<file path="src/sv/zero_residue_subarray_finder_defines.svh">
// Assertion macros for the zero residue subarray finder.
// Needs clk and rst_n in the scope where a macro is used.
`ifndef ZERO_RESIDUE_SUBARRAY_FINDER_DEFINES_SVH
`define ZERO_RESIDUE_SUBARRAY_FINDER_DEFINES_SVH

// Same-cycle implication.
`define ZRSF_ASSERT_NOW(label, ante, cons, msg) \
  label: assert property (@(posedge clk) disable iff (!rst_n) (ante) |-> (cons)) \
    else $error(msg);

// Next-cycle implication.
`define ZRSF_ASSERT_NEXT(label, ante, cons, msg) \
  label: assert property (@(posedge clk) disable iff (!rst_n) (ante) |=> (cons)) \
    else $error(msg);

`endif

</file>
<file path="src/sv/zrsf_pkg.sv">
// Shared constants, types and the modulo digit step of the finder.
// No dependencies.
package zrsf_pkg;

  localparam int VALUE_W      = 20;
  localparam int DIV_W        = 13;
  localparam int MAX_RESIDUES = 4096;
  localparam int RES_W        = $clog2(MAX_RESIDUES);
  localparam int POS_W        = 16;
  localparam int MAX_ITEMS    = 65535;
  localparam int DIGIT_W      = 4;
  localparam int MOD_STAGES   = VALUE_W / DIGIT_W;
  localparam int RED_STEPS    = RES_W / DIGIT_W;
  localparam int RCNT_W       = $clog2(RED_STEPS);
  localparam int EPOCH_W      = 8;
  localparam int QUEUE_DEPTH  = 4;
  localparam int QPTR_W       = $clog2(QUEUE_DEPTH);

  typedef struct packed {
    logic [RES_W-1:0] vmod;
    logic             last;
  } qitem_t;

  typedef enum logic [1:0] {
    BK_CLEAR,
    BK_IDLE,
    BK_REDUCE,
    BK_LOOKUP
  } back_state_t;

  function automatic logic [DIV_W-1:0] eff_divisor(input logic [DIV_W-1:0] d);
    logic [DIV_W-1:0] r;
    r = d;
    if (d == '0) r = DIV_W'(1);
    else if (d > DIV_W'(MAX_RESIDUES)) r = DIV_W'(MAX_RESIDUES);
    return r;
  endfunction

  // Shift one digit into a remainder below d, reducing after each bit.
  function automatic logic [RES_W-1:0] mod_step(input logic [RES_W-1:0]   rem,
                                                input logic [DIGIT_W-1:0] digit,
                                                input logic [DIV_W-1:0]   d);
    logic [RES_W-1:0] r;
    logic [DIV_W-1:0] t;
    r = rem;
    for (int i = DIGIT_W - 1; i >= 0; i--) begin
      t = {r, digit[i]};
      if (t >= d) t = t - d;
      r = t[RES_W-1:0];
    end
    return r;
  endfunction

endpackage

</file>
<file path="src/sv/zrsf_front.sv">
// Front end: pipelined value modulo divisor, one digit per stage.
// Depends on zrsf_pkg; feeds zrsf_queue.
module zrsf_front (
  input  logic                        clk,
  input  logic                        rst_n,
  input  logic [zrsf_pkg::DIV_W-1:0]  div_eff,
  input  logic                        take,
  input  logic [zrsf_pkg::VALUE_W-1:0] value,
  input  logic                        last_in_set,
  input  logic                        q_full,
  output logic                        blocked,
  output logic                        q_push,
  output zrsf_pkg::qitem_t            q_item
);
  import zrsf_pkg::*;

  localparam int L = MOD_STAGES - 1;

  logic [MOD_STAGES-1:0] vld_r, vld_nxt;
  logic [RES_W-1:0]      rem_r  [MOD_STAGES];
  logic [RES_W-1:0]      rem_nxt[MOD_STAGES];
  logic [VALUE_W-1:0]    bits_r  [MOD_STAGES];
  logic [VALUE_W-1:0]    bits_nxt[MOD_STAGES];
  logic [MOD_STAGES-1:0] last_r, last_nxt;
  logic                  adv;

  assign adv     = !vld_r[L] || !q_full;
  assign blocked = !adv;
  assign q_push  = vld_r[L] && !q_full;
  assign q_item  = '{vmod: rem_r[L], last: last_r[L]};

  always_comb begin
    vld_nxt     = {vld_r[MOD_STAGES-2:0], take};
    rem_nxt[0]  = mod_step('0, value[VALUE_W-1 -: DIGIT_W], div_eff);
    bits_nxt[0] = {value[VALUE_W-DIGIT_W-1:0], DIGIT_W'(0)};
    last_nxt[0] = last_in_set;
    for (int i = 1; i < MOD_STAGES; i++) begin
      rem_nxt[i]  = mod_step(rem_r[i-1], bits_r[i-1][VALUE_W-1 -: DIGIT_W], div_eff);
      bits_nxt[i] = {bits_r[i-1][VALUE_W-DIGIT_W-1:0], DIGIT_W'(0)};
      last_nxt[i] = last_r[i-1];
    end
  end

  always_ff @(posedge clk) begin
    if (!rst_n) begin
      vld_r <= '0;
    end else if (adv) begin
      vld_r <= vld_nxt;
    end
  end

  always_ff @(posedge clk) begin
    if (adv) begin
      rem_r  <= rem_nxt;
      bits_r <= bits_nxt;
      last_r <= last_nxt;
    end
  end

endmodule

</file>
<file path="config.mk">
export PLATFORM = sky130hd
export DESIGN_NAME = zrsf_front
export DESIGN_NICKNAME = d
export VERILOG_FILES = /design/src/sv/zero_residue_subarray_finder_defines.svh /design/src/sv/zrsf_pkg.sv /design/src/sv/zrsf_front.sv
export SDC_FILE = /design/constraint.sdc
export NUM_CORES = 1
export LEC_CHECK = 0
export BUFFER_PORTS_ARGS = -buffer_cell sky130_fd_sc_hd__buf_4
export CAP_MARGIN = 20
export CORE_MARGIN = 1
export CORE_UTILIZATION = 50
export DETAILED_ROUTE_END_ITERATION = 7
export PLACE_DENSITY = 0.66
export SLEW_MARGIN = 20
export SYNTH_ARGS = -nofsm -noshare
export SYNTH_HDL_FRONTEND = slang
export SYNTH_SLANG_ARGS = --single-unit
</file>
<file path="constraint.sdc">
create_clock -name clk -period 13.9 [get_ports clk]
set_clock_uncertainty 0.05 [all_clocks]
set_input_delay 1.39 -clock clk [delete_from_list [all_inputs] [get_ports clk]]
set_output_delay 1.39 -clock clk [all_outputs]
set_load 0.05 [all_outputs]
</file>
==> summary.txt, run 1 <==
Floorplan
  – DIE AREA: 0.0338 mm^2
  – Die Ht: 184 um
  – # IOs: 53
  – Initial Util: 50.8%
  – Die extent in x: 184 um
  – Row cnt: 66
  – Core box area: 0.0325 mm^2

Drt
  – Vias per cell: 5.96
  – Antenna viol nets, final: 0
  – Detailed Routing Iterations Pass 1: 5
  – Post-route DRC: 0
  – Routed wire length: 42.8 mm
  – Drt wl/cell: 18.0 um
  – Number of DRC markers in iteration 0: 859
  – Vias post-DR: 14,137

Critical path
  – CP max-delay cell: o211ai_1
  – WP buf/inv: 4
  – End point of the critical path: rem_r[23]
  – Critical path origin: div_eff[1]
  – Crit path capture type: register
  – Worst reg2reg path depth: 33
  – CP required: 13.98 ns
  – Worst path most repeated cell: ha_1
  – Peak per-stage delay on the critical path: 0.65 ns
  – FF-to-FF End: rem_r[23]
  – CP Max Fanout: 16
  – FF-to-FF Start: rem_r[24]
  – Critical Path AT: 11.18 ns
  – Startpoint Class: primary input
  – Cell count along the critical path: 35
  – R2R Setup Slk: 4.08 ns
  – Critical path type: in -> reg
  – Top cell family by delay on the critical path: compound AO/OA/AOI/OAI gates

Clock tree
  – Clk buf depth: 2
  – CTS tree: built
  – H-tree Lvls: 3
  – Cts bufs inserted: 9
  – Clock slew at reported path FFs: 0.09 ns
  – Sink Count: 110
  – Resized cells post-CTS: 0
  – Clk root buf: clkbuf_16
  – Hold-fix buffers, CTS: 0
  – Post-CTS setup buffer count: 0
  – Clk_lat worst skew: 0.39 ns

STA
  – Setup Viol. Count Final: 0
  – Relative slew margins: 38.6%
  – Worst Tran Pin Value: 0.920 ns
  – Fin crit period: 11.10 ns
  – Final Cycle Share: 79.9%
  – Fin. Hold Viols: 0
  – Setup tns final: 0 ns
  – F_max: 0.0901 GHz
  – Final Max Tran Viols: 0
  – RSZ-0062 raised after global routing: no

Synthesis
  – Gate Count Post-Synth: 1,872
  – Cell accounting for the most synthesized area: edfxtp_1
  – Top-area cell type share of the netlist area: 19.1%
  – Post-synthesis async set-or-reset flop share: 0%
  – Register area share after synthesis: 19.7%
  – Syn_nets: 2,178
  – EDFF count, synth: 105
  – Netlist cell types: 73
  – Syn_area_per_cell: 8.82 um^2
  – Ys flop type: edfxtp_1
  – YS warnings: 0
  – Yosys reg bits: 110
  – Top cells by area, synth: edfxtp_1 19%, ha_1 19%, mux2_2 8.5%
  – Post-Syn Area: 0.0165 mm^2

Placed design
  – Post-DP Area: 0.0174 mm^2
  – Port Buffer Count: 52
  – Detailed placement HPWL: 32.1 mm
  – GPL Wtd Cong: 0.917

Final layout
  – ANT cells: 0
  – Syn-to-layout area delta: 7.46%
  – Final nets: 2,229
  – Share of cells above drive strength 1: 13.9%
  – Final instance area: 0.0177 mm^2

Outcome
  – Status: complete, no violations

Global routing
  – Total GRT Usage: 25.9%
  – Initial antenna violation count: 0
  – Vias in the first global route: 13,788
  – Largest net degree at the start of global routing: 62
  – First-pass GRT wire length: 69.3 mm
  – Congestion Overflow GR: 0

Hold path
  – Hold Crit Class: reg -> reg

Run
  – MaxCap Viol Count: 0
[layout make-up]
| cell class | count | area (um^2) |
|---|---|---|
| Fill cell | 3036 | 14800 |
| Multi-Input combinational cell | 1636 | 12700 |
| Sequential cell | 110 | 3250 |
| Timing Repair Buffer | 76 | 571 |
| Tap cell | 442 | 553 |
| Inverter | 90 | 338 |
| Clock buffer | 9 | 225 |
| Clock inverter | 7 | 87.6 |
[Yosys cell counts (all sizes together) (15+ instances only)]
| cell type | count |
|---|---|
| o21ai | 109 |
| mux2 | 142 |
| ha | 249 |
| inv | 89 |
| edfxtp | 105 |
| nor2 | 145 |
| nand3 | 49 |
| fa | 19 |
| nand2 | 115 |
| o21a | 41 |
| xnor2 | 105 |
| o31ai | 15 |
| a21o | 60 |
| nor3 | 47 |
| nand2b | 23 |
| xor2 | 58 |
| a21oi | 148 |
| nand4 | 33 |
| a31oi | 43 |
| buf | 27 |
| mux2i | 17 |
| nor2b | 33 |
[layer usage]
layer | global-route usage (%) | part of all wire, % | vias to the layer above
li1 | - | - | 7154
met1 | 32.5 | 45 | 6615
met2 | 46.1 | 49 | 302
met3 | 3.21 | 3.7 | 66
met4 | 7.67 | 2.4 | 0
met5 | 0 | 0 | -
[logic make-up after synthesis]
kind of cell,Yosys count,share of synthesized area [%]
flops,110,19.7
xor+xnor,163,8.64
simple gates,519,15.3
mux,159,11.1
buf+inv,126,3.35
compound gates,527,20.7
fa+ha+maj,268,21.2
[worst reg2reg max path: cells and delay by family (launching register included)]
kind | cells | cell delay, ns
flops | 1 | 0.47
mux | 1 | 0.36
compound gates | 18 | 5.20
fa+ha+maj | 4 | 1.29
simple gates | 8 | 1.72
buf+inv | 2 | 0.52
[sequential cells by signal, indices dropped and copies added, names as in the netlist]
signal	flops
vld_r	5
q_item	12
last_r	5
rem_r	48
bits_r	16
bits_nxt	24
[worst min-delay path by stage]
stage                     slack (ns)            to  depth (start not counted)          from
final                           0.38     last_r[3]                          0     last_r[2]
after global routing            0.39     last_r[3]                          0     last_r[2]
after CTS                       0.38     last_r[1]                          0     last_r[0]
after detailed placement        0.35  bits_nxt[52]                          0  bits_nxt[68]
after global placement          0.35    bits_r[58]                          0  bits_nxt[58]
after floorplan                 0.35  bits_nxt[36]                          0  bits_nxt[52]
[through the flow]
step	std cells	hold WS, ns	utilization (%)	worst slack (ns)
floorplan	1872	0.350	-	3.67
global placement	2354	0.351	53.6	2.60
detailed placement	2354	0.355	53.6	2.57
CTS	2370	0.377	54.5	2.94
global route	2370	0.389	54.6	1.77
finish	2370	0.376	54.6	2.80
[cell usage in the layout, fill, tap and decap left out, drive strengths merged, types with 49 or more instances in the layout]
| cell type | count |
|---|---|
| xnor2 | 105 |
| buf | 76 |
| nand3 | 49 |
| o21ai | 109 |
| a21o | 60 |
| inv | 92 |
| mux2 | 142 |
| xor2 | 58 |
| edfxtp | 105 |
| ha | 249 |
| nand2 | 115 |
| a21oi | 148 |
| nor2 | 145 |
Power of run 1 is left out: the tool's default activity adds up to more than one toggle a clock period on the data nets, which glitch-free logic cannot reach.
==> run 2, diff against run 1 <==
- PLACE_DENSITY: 0.66 -> 0.69
- clock period: 13.9 -> 9.15 ns (I/O delays scaled with it)
==> summary.txt, run 2 (synthesis gave the netlist of run 1 again) <==
Final layout
  – Final design utilization: 57.4% (+2.9 points)
  – Max reg flops: 48 (unchanged)
  – Syn-to-layout area delta: 13.2%
  – Most frequent cells in the layout: 245 x ha_1, 163 x buf_4, 146 x a21oi_1, 143 x nor2_1, 125 x mux2_2
  – Share of cells above drive strength 1: 18.9% (+5.0 points)
  – Reg with most FFs: rem_r
  – ANT cells: 0 (unchanged)
  – Commonest non-fill, non-tap cell in the layout: ha_1
  – Final nets: 2,322 (+4.2%)

STA
  – Fin. Hold Viols: 0 (unchanged)
  – Final Max Tran Viols: 0 (unchanged)
  – Final Cycle Share: 95.4%
  – Setup Viol. Count Final: 0 (unchanged)
  – Worst Tran Pin Value: 1.06 ns (+0.143 ns)
  – Relative slew margins: 29.2% (-9.4 points)
  – F_max: 0.115 GHz
  – WHS: 0.372 ns (-0.00412 ns)
  – Fin crit period: 8.73 ns

Floorplan
  – Initial Util: 50.8% (unchanged)
  – DIE AREA: 0.0338 mm^2 (unchanged)
  – Die Ht: 184 um (unchanged)
  – Die extent in x: 184 um (unchanged)
  – Row cnt: 66 (unchanged)
  – # IOs: 53 (unchanged)
  – Core box area: 0.0325 mm^2 (unchanged)

Run
  – MaxCap Viol Count: 0 (unchanged)

Critical path
  – Peak per-stage delay on the critical path: 0.43 ns (-0.22 ns)
  – WP buf/inv: 6 (+2)
  – Startpoint Class: primary input
  – FF-to-FF Start: rem_r[14]
  – Critical path origin: div_eff[3]
  – CP required: 9.21 ns (-4.77 ns)
  – Critical path type: in -> reg
  – Top cell family by delay on the critical path: compound AO/OA/AOI/OAI gates
  – R2R Setup Slk: 0.76 ns (-3.32 ns)
  – CP Max Fanout: 14 (-2)
  – Worst reg2reg path depth: 31 (-6.1%)
  – Crit path capture type: register
  – CP max-delay cell: a311oi_4
  – Critical Path AT: 8.79 ns (-2.39 ns)
  – FF-to-FF End: q_item[4]

Placed design
  – GPL Wtd Cong: 0.968 (+5.5%)
  – Port Buffer Count: 52 (unchanged)
  – Detailed placement HPWL: 36.9 mm (+15%)

Hold path
  – WHS Endpoint: bits_r[36]
  – HP Start: bits_nxt[36]
  – Hold Crit Class: reg -> reg
  – Depth of the worst hold-timing path: 0 (unchanged)

Global routing
  – Initial antenna violation count: 0 (unchanged)
  – First-pass GRT wire length: 73.2 mm (+5.6%)
  – Total GRT Usage: 27.6% (+1.8 points)
  – Largest net degree at the start of global routing: 83 (+34%)
  – Vias in the first global route: 14,235 (+3.2%)
  – Congestion Overflow GR: 0 (unchanged)

Clock tree
  – Clk root buf: clkbuf_16
  – Clk buf depth: 2 (unchanged)
  – Sink Count: 110 (unchanged)
  – Clock slew at reported path FFs: 0.07 ns (-0.02 ns)
  – Hold-fix buffers, CTS: 0 (unchanged)
  – Cts bufs inserted: 9 (unchanged)
  – CTS tree: built
  – Clk_lat worst skew: 0.38 ns (about the same)
  – H-tree Lvls: 3 (unchanged)

Drt
  – Number of DRC markers in iteration 0: 810 (-5.7%)
  – Antenna viol nets, final: 0 (unchanged)
  – Routed wire length: 46.1 mm (+7.9%)
  – Vias per cell: 5.98 (+0.25%)
  – Detailed Routing Iterations Pass 1: 5 (unchanged)
  – Drt wl/cell: 18.7 um (+3.8%)
  – Post-route DRC: 0 (unchanged)
  – Vias post-DR: 14,728 (+4.2%)

Outcome
  – Status: complete, no violations
run 2: worst max-delay path by stage:
stage	endpoint	depth (start not counted)
after floorplan	rem_r[15]	35
after global placement	rem_r[14]	35
after detailed placement	rem_r[14]	35
after CTS	rem_r[14]	35
after global routing	rem_r[14]	35
final	rem_r[33]	34
run 2: layout make-up:
class                   count  area [um^2]
fillers                  3026        13800
clock inverters             7          104
clock buffers               9          225
flip-flops and latches    110         3250
repair buffers            169         1330
inverters                  90          343
well taps                 442          553
multi-input cells        1636        12900
run 2: through the flow:
stage / std cells / setup slack (ns) / instance area [um^2] / setup TNS [ns]
floorplan: 1872 / 0.0116 / 16700 / 0
global placement: 2444 / -0.0362 / 18300 / -0.227
CTS: 2460 / 0.224 / 18600 / 0
global route: 2463 / -0.00221 / 18700 / -0.00221
finish: 2463 / 0.417 / 18700 / 0
detailed placement: 2444 / -0.119 / 18300 / -1.07
run 2: repair_timing:
item,CTS,global route
endpoints found under the setup margin,0,35
gates resized for setup,0,11
setup buffers,0,3
run 2: metal layers:
| layer | vias up | part of all wire, % | track usage (%) |
|---|---|---|---|
| li1 | 7340 | - | - |
| met3 | 81 | 3.3 | 2.67 |
| met1 | 6976 | 45 | 35.5 |
| met5 | - | 0 | 0 |
| met4 | 0 | 3.2 | 9.70 |
| met2 | 331 | 48 | 48.0 |
Power of run 2 is left out for the same reason.
