===== src/sv/zero_residue_subarray_finder_defines.svh =====
// Assertion macros for the zero residue subarray finder.
// Needs clk and rst_n in the scope where a macro is used.
`ifndef ZERO_RESIDUE_SUBARRAY_FINDER_DEFINES_SVH
`define ZERO_RESIDUE_SUBARRAY_FINDER_DEFINES_SVH

// Same-cycle implication.
`define ZRSF_ASSERT_NOW(label, ante, cons, msg) \
  label: assert property (@(posedge clk) disable iff (!rst_n) (ante) |-> (cons)) \
    else $error(msg);

// Next-cycle implication.
`define ZRSF_ASSERT_NEXT(label, ante, cons, msg) \
  label: assert property (@(posedge clk) disable iff (!rst_n) (ante) |=> (cons)) \
    else $error(msg);

`endif


===== src/sv/zrsf_pkg.sv =====
// Shared constants, types and the modulo digit step of the finder.
// No dependencies.
package zrsf_pkg;

  localparam int VALUE_W      = 20;
  localparam int DIV_W        = 13;
  localparam int MAX_RESIDUES = 4096;
  localparam int RES_W        = $clog2(MAX_RESIDUES);
  localparam int POS_W        = 16;
  localparam int MAX_ITEMS    = 65535;
  localparam int DIGIT_W      = 4;
  localparam int MOD_STAGES   = VALUE_W / DIGIT_W;
  localparam int RED_STEPS    = RES_W / DIGIT_W;
  localparam int RCNT_W       = $clog2(RED_STEPS);
  localparam int EPOCH_W      = 8;
  localparam int QUEUE_DEPTH  = 4;
  localparam int QPTR_W       = $clog2(QUEUE_DEPTH);

  typedef struct packed {
    logic [RES_W-1:0] vmod;
    logic             last;
  } qitem_t;

  typedef enum logic [1:0] {
    BK_CLEAR,
    BK_IDLE,
    BK_REDUCE,
    BK_LOOKUP
  } back_state_t;

  function automatic logic [DIV_W-1:0] eff_divisor(input logic [DIV_W-1:0] d);
    logic [DIV_W-1:0] r;
    r = d;
    if (d == '0) r = DIV_W'(1);
    else if (d > DIV_W'(MAX_RESIDUES)) r = DIV_W'(MAX_RESIDUES);
    return r;
  endfunction

  // Shift one digit into a remainder below d, reducing after each bit.
  function automatic logic [RES_W-1:0] mod_step(input logic [RES_W-1:0]   rem,
                                                input logic [DIGIT_W-1:0] digit,
                                                input logic [DIV_W-1:0]   d);
    logic [RES_W-1:0] r;
    logic [DIV_W-1:0] t;
    r = rem;
    for (int i = DIGIT_W - 1; i >= 0; i--) begin
      t = {r, digit[i]};
      if (t >= d) t = t - d;
      r = t[RES_W-1:0];
    end
    return r;
  endfunction

endpackage


===== src/sv/zrsf_queue.sv =====
// Short request queue between the front and back ends.
// Depends on zrsf_pkg.
module zrsf_queue (
  input  logic             clk,
  input  logic             rst_n,
  input  logic             push,
  input  zrsf_pkg::qitem_t push_item,
  output logic             full,
  input  logic             pop,
  output logic             valid,
  output zrsf_pkg::qitem_t pop_item
);
  import zrsf_pkg::*;

  qitem_t            mem_r [QUEUE_DEPTH];
  logic [QPTR_W-1:0] wr_r, wr_nxt, rd_r, rd_nxt;
  logic [QPTR_W:0]   cnt_r, cnt_nxt;

  assign full     = cnt_r == (QPTR_W+1)'(QUEUE_DEPTH);
  assign valid    = cnt_r != '0;
  assign pop_item = mem_r[rd_r];

  always_comb begin
    wr_nxt  = push ? wr_r + 1'b1 : wr_r;
    rd_nxt  = pop  ? rd_r + 1'b1 : rd_r;
    cnt_nxt = cnt_r + (QPTR_W+1)'(push) - (QPTR_W+1)'(pop);
  end

  always_ff @(posedge clk) begin
    if (!rst_n) begin
      wr_r  <= '0;
      rd_r  <= '0;
      cnt_r <= '0;
    end else begin
      wr_r  <= wr_nxt;
      rd_r  <= rd_nxt;
      cnt_r <= cnt_nxt;
    end
  end

  always_ff @(posedge clk) begin
    if (push) mem_r[wr_r] <= push_item;
  end

endmodule


===== config.mk =====
export PLATFORM = sky130hd
export DESIGN_NAME = zrsf_queue
export DESIGN_NICKNAME = d
export VERILOG_FILES = /design/src/sv/zero_residue_subarray_finder_defines.svh /design/src/sv/zrsf_pkg.sv /design/src/sv/zrsf_queue.sv
export SDC_FILE = /design/constraint.sdc
export NUM_CORES = 1
export LEC_CHECK = 0
export BUFFER_PORTS_ARGS = -buffer_cell sky130_fd_sc_hd__buf_2
export CAP_MARGIN = 20
export CORE_MARGIN = 5
export CORE_UTILIZATION = 25
export CTS_BUF_LIST = sky130_fd_sc_hd__clkbuf_4 sky130_fd_sc_hd__clkbuf_8
export DETAILED_ROUTE_END_ITERATION = 12
export PLACE_DENSITY = 0.4
export SYNTH_ARGS = -nofsm -noshare
export SYNTH_HDL_FRONTEND = slang
export SYNTH_SLANG_ARGS = --single-unit

===== constraint.sdc =====
create_clock -name clk -period 1.9 [get_ports clk]
set_input_delay 0.285 -clock clk [delete_from_list [all_inputs] [get_ports clk]]
set_output_delay 0.285 -clock clk [all_outputs]
set_load 0.02 [all_outputs]

==> results of run 1 <==
==> cell usage in the layout, fill, tap and decap left out, drive strengths merged <==
| cell | count |
|---|---|
| edfxtp | 52 |
| buf | 39 |
| mux4 | 13 |
| clkbuf | 10 |
| dfxtp | 9 |
| inv | 7 |
| and2 | 6 |
| ha | 6 |
| clkinv | 6 |
| nor2 | 5 |
| xnor2 | 2 |
| or3 | 1 |
| and3 | 1 |
| a21bo | 1 |
| nand3b | 1 |
| a21oi | 1 |
| mux2i | 1 |
| xor3 | 1 |
| fa | 1 |
| bufinv | 1 |
==> metrics by stage <==
step / std cells / util [%] / area, sq um / power (W) / setup TNS (ns)
finish: 275 / 32.03 / 2932 / 0.003106 / 0
global route: 275 / 32.03 / 2932 / 0.003264 / -0.1410
CTS: 274 / 31.46 / 2879 / 0.003129 / -0.04493
detailed placement: 256 / 29.08 / 2661 / 0.002039 / 0
global placement: 256 / 29.08 / 2661 / 0.002018 / 0
floorplan: 110 / - / 2326 / 0.001876 / 0
==> final timing paths <==
check	start	to	slack [ns]
max	register	pop_item[10]	0.03
min reg2reg	rd_r[0]$_SDFFE_PN0P_	rd_r[1]$_SDFFE_PN0P_	0.55
max reg2reg	cnt_r[0]$_SDFF_PN0_	cnt_r[2]$_SDFF_PN0_	0.13
min	push_item[0]	mem_r[3][0]$_DFFE_PP_	0.17
==> sequential cells by signal, summed over array words and instances, names as in the netlist, named ones only <==
| register | flops |
|---|---|
| rd_r | 2 |
| wr_r | 2 |
| cnt_r | 3 |
| mem_r | 52 |
==> logic make-up after synthesis <==
group                      share of synthesized area (%)
AOI/OAI and AO/OA                                 0.6453
xor gates and xnor gates                           1.775
muxes                                              13.50
and+or+nand+nor                                    3.282
buffers and inverters                              1.829
DFF                                                74.88
adders and majority gates                          4.088
==> layout make-up <==
| cell class | count | area (sq um) | share of cell area (%) |
|---|---|---|---|
| inverters | 7 | 26.28 | 0.8963 |
| clock inverters | 7 | 56.30 | 1.921 |
| clock buffers | 9 | 123.9 | 4.225 |
| multi-input cells | 40 | 538.0 | 18.35 |
| repair buffers | 40 | 302.8 | 10.33 |
| flip-flops and latches | 61 | 1745 | 59.54 |
| well taps | 111 | 138.9 | 4.738 |
==> Yosys cell counts (2+ instances only) <==
library cell / n / area, sq um
and2_1: 6 / 37.54
dfxtp_1: 9 / 180.2
edfxtp_1: 52 / 1562
ha_1: 6 / 75.07
inv_1: 7 / 26.28
mux4_1: 3 / 78.83
mux4_2: 10 / 225.2
nor2_1: 5 / 18.77
xnor2_1: 2 / 17.52
==> worst max-delay path: stages (launching register included) <==
cell and delay [ns]:
dfxtp_4 0.37, buf_12 0.14, buf_12 0.10, mux4_2 0.49, buf_6 0.15
==> what timing repair did <==
action                                 4_1_cts  5_1_grt
setup endpoints to repair                    4        6
cloned                                       0        1
setup buffers                                2        0
gates resized for setup                      2        9
endpoints found under the hold margin        0        0
==> metal layers <==
metal,routed length [um],vias to the layer above
met5,0,-
met4,64,0
met3,312,7
met2,2173,30
met1,1887,561
li1,-,528
==> report_power, final <==
part	leakage [nW]	internal [W]	switching, W
registers	0.553	0.00154	0.0000332
logic	0.414	0.000238	0.000238
clock network	0.0953	0.000585	0.000475
total	1.06	0.00236	0.000746
==> key figures, run 1 <==
Global route
  • Largest net degree at the start of global routing: 14
  • Met2 Usage GRT: 13.71%
  • Total Routing Usage GR: 8.742%
  • Met1 Track Usage GR: 9.996%
  • Vias in the first global route: 1319
  • GR met3 Demand/Resource: 4.857%
  • Antenna violations before repair: 0
  • GRT Max-Usage Layer: met2
  • Remaining global-route overflow: 0
  • First-pass GRT wire length: 7086 um

Floorplanning
  • Core footprint: 0.009153 sq mm
  • Die Y: 106.5 um
  • Die area: 0.01133 sq mm
  • Die Wd: 106.5 um
  • Std-Cell Rows: 35
  • Top Ports: 32
  • Initial Util: 25.41%

Placement
  • PortBufs: 31
  • Post-detail-place hpwl: 2825 um
  • Routability cong.: 0.7532
  • Placement Setup Slack: 0.06991 ns

Critical path
  • WP data required: 1.62 ns
  • Critical path peak fanout: 6
  • Crit path capture type: output pin
  • Crit path arrival time: 1.59 ns
  • Worst reg-to-reg path cell count: 7
  • Crit Path Category: register to output pin
  • Critical path launch point type: register

Routing
  • Via count: 1126
  • Routed WL: 4438 um
  • Pre-Repair DR Iteration Count: 4
  • Avg Vias per Cell: 4.095
  • Routed length per instance: 16.14 um
  • Post-DRT Antenna Nets: 0
  • Starting DRT DRC Count: 36
  • # DRC: 0

Clock tree
  • CTS clk-pin slew, worst paths: 0.06 ns
  • Worst-case clock buffer depth: 2
  • H-tree lvl count: 3
  • CTS sink cnt: 61
  • Cts bufs inserted: 9
  • Hold_buf cts: 0
  • Worst-Skew Late Latency: 0.33 ns
  • Clock Root Buffer: clkbuf_8
  • CTS tree: done

Timing
  • Tmin final: 1.871 ns
  • Final Setup Violations: 0
  • RSZ-0062 raised after global routing: yes
  • Max Fclk: 534.6 MHz
  • Skew final: 0.004282 ns
  • Worst slew pin tran: 0.2338 ns
  • Final period util: 98.45%
  • Final hold viol count: 0
  • Worst Slack Setup Final: 0.02947 ns
  • Hold slack: 0.1703 ns
  • Max_slew headroom: 84.30%
  • Slew Limit Fails: 0

Yosys
  • Register bit total from synthesis: 61
  • Avg Inst Size Synth: 21.15 sq um
  • Asr flop ratio synth: 0%
  • Post-Syn Area: 0.002326 sq mm
  • Syn_nets: 134
  • Post-synth EDFFs: 52
  • Seq/Total Area, Yosys: 74.88%
  • Mapped Cells: 110
  • Warnings from Yosys: 0
  • Netlist cell types: 19
  • Post-synth top flop: edfxtp_1

Run status
  • Status: complete, no violations

Run
  • Maxcap violations: 0

Cells and area
  • Fill cell count: 863
  • Area growth syn-to-layout: 26.04%
  • Layout Nets: 183
  • Ant. Diodes: 0
  • Layout cell share with drive strength beyond 1: 40.24%

Worst hold path
  • Worst hold path class: input port to register
  • Hold Crit Depth: 1

Pwr
  • Cell area power density: 1060 mW/mm^2
  • Leakage: 1.062 nW
  • Worst VDD drop: 0.4282 mV
Note: power is estimated with default switching activity, not from simulation.
==> run 2, diff against run 1 <==
Settings changed: GPL_TIMING_DRIVEN from default to 0, PLACE_DENSITY 0.4 to default.
==> key figures, run 2 (synthesis gave the netlist of run 1 again) <==
Run status
  • Status: complete, no violations (unchanged)

Routing
  • Avg Vias per Cell: 4.160 (was 4.095)
  • Routed WL: 4137 um (was 4438 um)
  • Starting DRT DRC Count: 57 (was 36)
  • # DRC: 0 (unchanged)
  • Pre-Repair DR Iteration Count: 4 (unchanged)
  • Post-DRT Antenna Nets: 0 (unchanged)
  • Via count: 1119 (was 1126)
  • Routed length per instance: 15.38 um (was 16.14 um)

Cells and area
  • Most frequent cells in the layout: edfxtp_1, buf_2, mux4_2 (unchanged)
  • Commonest non-fill, non-tap cell in the layout: edfxtp_1 (unchanged)
  • Layout cell share with drive strength beyond 1: 38.61% (was 40.24%)
  • Area growth syn-to-layout: 23.35% (was 26.04%)
  • Ant. Diodes: 0 (unchanged)
  • Fin area: 0.002869 sq mm (was 0.002932 sq mm)
  • Top Registers: mem_r x52, cnt_r x3 (unchanged)
  • Top reg by flops: mem_r (unchanged)
  • Largest register FFs: 52 (unchanged)
  • Layout Nets: 177 (was 183)

Critical path
  • Slowest stage cell, crit path: mux4_2 (unchanged)
  • Largest stage delay, worst path: 0.48 ns (was 0.49 ns)
  • Largest delay share family, worst path: multiplexers (unchanged)
  • Critical path peak fanout: 5 (was 6)
  • WP data required: 1.62 ns (about the same)
  • Worst path buffer plus inverter count: 2 (was 3)
  • Reg2Reg Launch Point: cnt_r[0]$_SDFF_PN0_ (unchanged)
  • Crit path capture type: output pin (unchanged)
  • Critical path launch point type: register (unchanged)
  • Crit Path Category: register to output pin (unchanged)
  • Crit path arrival time: 1.56 ns (was 1.59 ns)
  • CP cell instances: clkbuf_16 -> mux4_2 -> buf_2 (was buf_12 -> buf_12 -> mux4_2 -> buf_6)

Placement
  • Post-detail-place hpwl: 2707 um (was 2825 um)
  • Placement Setup Slack: 0.09004 ns (was 0.06991 ns)
  • Post-DP Area: 0.002620 sq mm (was 0.002661 sq mm)
  • Routability cong.: 0.7170 (was 0.7532)
  • PortBufs: 31 (unchanged)

Clock tree
  • Worst-case clock buffer depth: 2 (unchanged)
  • H-tree lvl count: 3 (unchanged)
  • Worst-Skew Late Latency: 0.32 ns (was 0.33 ns)
  • Hold_buf cts: 0 (unchanged)
  • Postcts setup bufs: 0 (was 2)
  • CTS clk-pin slew, worst paths: 0.06 ns (about the same)
  • Cts bufs inserted: 9 (unchanged)
  • Clock Root Buffer: clkbuf_8 (unchanged)
  • CTS tree: done (unchanged)
  • CTS sink cnt: 61 (unchanged)

Floorplanning
  • Die Wd: 106.5 um (unchanged)
  • Std-Cell Rows: 35 (unchanged)
  • Initial Util: 25.41% (unchanged)
  • Top Ports: 32 (unchanged)
  • Die area: 0.01133 sq mm (unchanged)
  • Die Y: 106.5 um (unchanged)
  • Core footprint: 0.009153 sq mm (unchanged)

Global route
  • Met2 Usage GRT: 12.13% (was 13.71%)
  • Antenna violations before repair: 1 (was 0)
  • Vias in the first global route: 1237 (was 1319)
  • GRT Max-Usage Layer: met2 (unchanged)
  • GR met3 Demand/Resource: 4.857% (unchanged)
  • First-pass GRT wire length: 6292 um (was 7086 um)
  • Met1 Track Usage GR: 8.797% (was 9.996%)
  • Largest net degree at the start of global routing: 14 (unchanged)
  • Remaining global-route overflow: 0 (unchanged)
  • Total Routing Usage GR: 7.735% (was 8.742%)

Timing
  • Final period util: 96.92% (was 98.45%)
  • Max_slew headroom: 51.11% (was 84.30%)
  • RSZ-0062 raised after global routing: yes (unchanged)
  • Worst slew pin tran: 0.7333 ns (was 0.2338 ns)
  • Hold slack: 0.1764 ns (was 0.1703 ns)
  • Skew final: 0.002298 ns (was 0.004282 ns)
  • Max Fclk: 543.0 MHz (was 534.6 MHz)
  • Tmin final: 1.842 ns (was 1.871 ns)
  • Worst Slack Setup Final: 0.05848 ns (was 0.02947 ns)
  • Slew Limit Fails: 0 (unchanged)
  • Final Setup Violations: 0 (unchanged)
  • Final hold viol count: 0 (unchanged)

Pwr
  • Leakage: 1.032 nW (was 1.062 nW)
  • Cell area power density: 1072 mW/mm^2 (was 1060 mW/mm^2)
  • Worst VDD drop: 0.5581 mV (was 0.4282 mV)

Worst hold path
  • Worst hold path class: input port to register (unchanged)
  • Hold Crit Start: push_item[12] (was push_item[0])

Run
  • Maxcap violations: 0 (unchanged)
run 2: power breakdown:
part | switching [W] | internal [W]
logic | 0.000222 | 0.000213
clock network | 0.000458 | 0.000606
registers | 0.0000386 | 0.00154
total | 0.000718 | 0.00236
run 2: per-stage QoR:
stage / utilization (%) / power, W / instances / setup TNS (ns)
3_5_place_dp: 28.63 / 0.002017 / 252 / 0
2_1_floorplan: - / 0.001876 / 110 / 0
5_1_grt: 31.35 / 0.003233 / 269 / -0.04991
6_report: 31.35 / 0.003077 / 269 / 0
4_1_cts: 30.81 / 0.003092 / 268 / 0
3_3_place_gp: 28.63 / 0.002010 / 252 / 0
run 2: layout make-up:
cell class	count	area [sq um]
fill	904	6284
sequential	61	1745
multi-input combinational	40	541.8
timing repair buffer	32	203.9
tap	111	138.9
clock buffer	10	131.4
clock inverter	6	53.80
buffer	2	27.53
inverter	7	26.28
run 2: timing repair:
action | in CTS | in global routing
gates cloned | 0 | 1
resized for setup | 5 | 9
setup endpoints to repair | 10 | 6
run 2: path summary, 6_finish.rpt:
check,endpoint,slack (ns),depth (start not counted)
worst max-delay path,pop_item[6],0.06,3
worst min-delay path,mem_r[2][12]$_DFFE_PP_,0.18,1
worst max register to register,cnt_r[2]$_SDFF_PN0_,0.15,7
worst min register to register,register,0.55,2
run 2: layer usage:
metal  share of wire, %  vias to the layer above
li1                   -                      518
met1                 44                      562
met2                 48                       33
met3                7.5                        4
met4               0.36                        2
met5               0.17                        -
==> run 3, diff against run 2 <==
Settings changed: CELL_PAD_IN_SITES_DETAIL_PLACEMENT from default to 1, CELL_PAD_IN_SITES_GLOBAL_PLACEMENT from default to 1, PLACE_DENSITY_LB_ADDON from default to 0.1.
==> key figures, run 3 (synthesis gave the netlist of run 1 again) <==
Clock tree
  • Hold_buf cts: 0 (unchanged)
  • Worst-Skew Late Latency: 0.32 ns (about the same)
  • Postcts setup bufs: 0 (unchanged)
  • Worst-case clock buffer depth: 2 (unchanged)
  • Cts bufs inserted: 9 (unchanged)
  • H-tree lvl count: 3 (unchanged)
  • CTS sink cnt: 61 (unchanged)
  • CTS clk-pin slew, worst paths: 0.07 ns (was 0.06 ns)
  • Clock Root Buffer: clkbuf_8 (unchanged)
  • CTS tree: done (unchanged)

Pwr
  • Leakage: 1.045 nW (was 1.032 nW)
  • Power, Total: 0.003224 W (was 0.003077 W)
  • Worst VDD drop: 0.2903 mV (was 0.5581 mV)
  • Cell area power density: 1113 mW/mm^2 (was 1072 mW/mm^2)

Routing
  • Post-DRT Antenna Nets: 0 (unchanged)
  • Routed length per instance: 16.55 um (was 15.38 um)
  • Avg Vias per Cell: 4.190 (was 4.160)
  • Via count: 1127 (was 1119)
  • Pre-Repair DR Iteration Count: 3 (was 4)
  • # DRC: 0 (unchanged)
  • Starting DRT DRC Count: 28 (was 57)
  • Routed WL: 4453 um (was 4137 um)

Critical path
  • WP data required: 1.62 ns (about the same)
  • Worst reg-to-reg path cell count: 7 (unchanged)
  • Crit path arrival time: 1.57 ns (was 1.56 ns)
  • Crit path capture type: output pin (unchanged)
  • Critical path peak fanout: 5 (unchanged)
  • Crit Path Category: register to output pin (unchanged)
  • Reg2Reg Launch Point: cnt_r[0]$_SDFF_PN0_ (unchanged)
  • Critical path launch point type: register (unchanged)
  • R2R Setup Slk: 0.27 ns (was 0.15 ns)
  • RR Endpoint: cnt_r[2]$_SDFF_PN0_ (unchanged)

Timing
  • Setup_tns: 0 ns (unchanged)
  • Final Setup Violations: 0 (unchanged)
  • Worst slew pin tran: 0.7592 ns (was 0.7333 ns)
  • Final period util: 97.40% (was 96.92%)
  • Tmin final: 1.851 ns (was 1.842 ns)
  • Skew final: 0.004742 ns (was 0.002298 ns)
  • Slew Limit Fails: 0 (unchanged)
  • Max Fclk: 540.4 MHz (was 543.0 MHz)
  • Max_slew headroom: 49.38% (was 51.11%)
  • Final hold viol count: 0 (unchanged)
  • RSZ-0062 raised after global routing: yes (unchanged)

Cells and area
  • Top reg by flops: mem_r (unchanged)
  • Layout cell share with drive strength beyond 1: 39.24% (was 38.61%)
  • Fill cell count: 925 (was 904)
  • Area growth syn-to-layout: 24.53% (was 23.35%)
  • Storage cell area: 0.001745 sq mm (unchanged)
  • Footprint of the multi-input gates: 541.8 sq um (unchanged)
  • Top Registers: mem_r x52, cnt_r x3 (unchanged)
  • Ant. Diodes: 0 (unchanged)
  • Largest register FFs: 52 (unchanged)
  • Post-Layout Cell Count: 269 (unchanged)
  • Layout Nets: 177 (unchanged)
  • Most frequent cells in the layout: edfxtp_1, buf_2, clkbuf_8 (was edfxtp_1, buf_2, mux4_2)
  • Commonest non-fill, non-tap cell in the layout: edfxtp_1 (unchanged)

Worst hold path
  • Hold Crit Depth: 1 (unchanged)
  • Worst Hold End: mem_r[0][0]$_DFFE_PP_ (was mem_r[2][12]$_DFFE_PP_)
  • Hold Crit Start: push_item[0] (was push_item[12])
  • Worst hold path class: input port to register (unchanged)

Global route
  • Largest net degree at the start of global routing: 14 (unchanged)
  • Total Routing Usage GR: 8.713% (was 7.735%)
  • Antenna violations before repair: 0 (was 1)
  • Remaining global-route overflow: 0 (unchanged)
  • Vias in the first global route: 1287 (was 1237)
  • First-pass GRT wire length: 7093 um (was 6292 um)

Placement
  • Routability cong.: 0.7195 (was 0.7170)
  • PortBufs: 31 (unchanged)
  • Dpl cells: 252 (unchanged)
  • Post-detail-place hpwl: 2942 um (was 2707 um)

Run status
  • Status: complete, no violations (unchanged)

Run
  • Maxcap violations: 0 (unchanged)

Floorplanning
  • Core footprint: 0.009153 sq mm (unchanged)
  • Die area: 0.01133 sq mm (unchanged)
  • Top Ports: 32 (unchanged)
  • Die Wd: 106.5 um (unchanged)
  • Std-Cell Rows: 35 (unchanged)
  • Die Y: 106.5 um (unchanged)
  • Initial Util: 25.41% (unchanged)
## run 3: changes by cell type in the layout (fill, tap and decap cells not counted), sizes merged
cell    before  now
clkbuf      11   16
clkinv       5    0
## run 3: how the worst max path moves through the flow
stage                              from                  end  cells after the start
floorplan           cnt_r[0]$_SDFF_PN0_  cnt_r[2]$_SDFF_PN0_                      7
global placement                    pop  cnt_r[2]$_SDFF_PN0_                      7
detailed placement                  pop  cnt_r[2]$_SDFF_PN0_                      7
CTS                            register          pop_item[7]                      3
global route                   register          pop_item[6]                      3
finish                         register          pop_item[5]                      3
## run 3: repair_timing
action / CTS / global route
cloned: 0 / 1
setup endpoints to repair: 10 / 6
endpoints found under the hold margin: 0 / 0
pin swaps: 0 / 2
resized for setup: 5 / 6
## run 3: cell type report
class	instances	area share (%)
Tap cell	111	4.795
Clock buffer	15	6.479
Multi-Input combinational cell	40	18.70
Sequential cell	61	60.26
Timing Repair Buffer	32	6.868
Clock inverter	1	1.037
Inverter	7	0.9071
Buffer	2	0.9503
## run 3: power by group
group,switching [W],internal (W),total (W)
Sequential,0.0000411,0.00154,0.00158
Combinational,0.000224,0.000212,0.000436
Clock,0.000449,0.000759,0.00121
Total,0.000713,0.00251,0.00322
## run 3: routing by layer
metal	track usage, %	share of wire (%)	vias to the layer above
met3	4.129	5.5	7
met2	14.30	51	28
met4	3.562	1.7	0
met1	9.751	41	575
li1	-	-	517
met5	0	0	-
## run 3: metrics by stage
stage	hold WS (ns)	area (sq um)	setup slack, ns	utilization [%]
after detailed placement	0.5073	2620	0.02550	28.63
after floorplan	0.3839	2326	0.2387	-
after global routing	0.1501	2897	-0.02070	31.65
final	0.1721	2897	0.04947	31.65
after CTS	0.1518	2853	0.002488	31.17
after global placement	0.4963	2620	0.09417	28.63
## run 3: worst max-delay path, stage by stage (launching register included)
cell and delay, ns:
dfxtp_4 0.41, clkbuf_16 0.17, mux4_2 0.48, buf_2 0.17
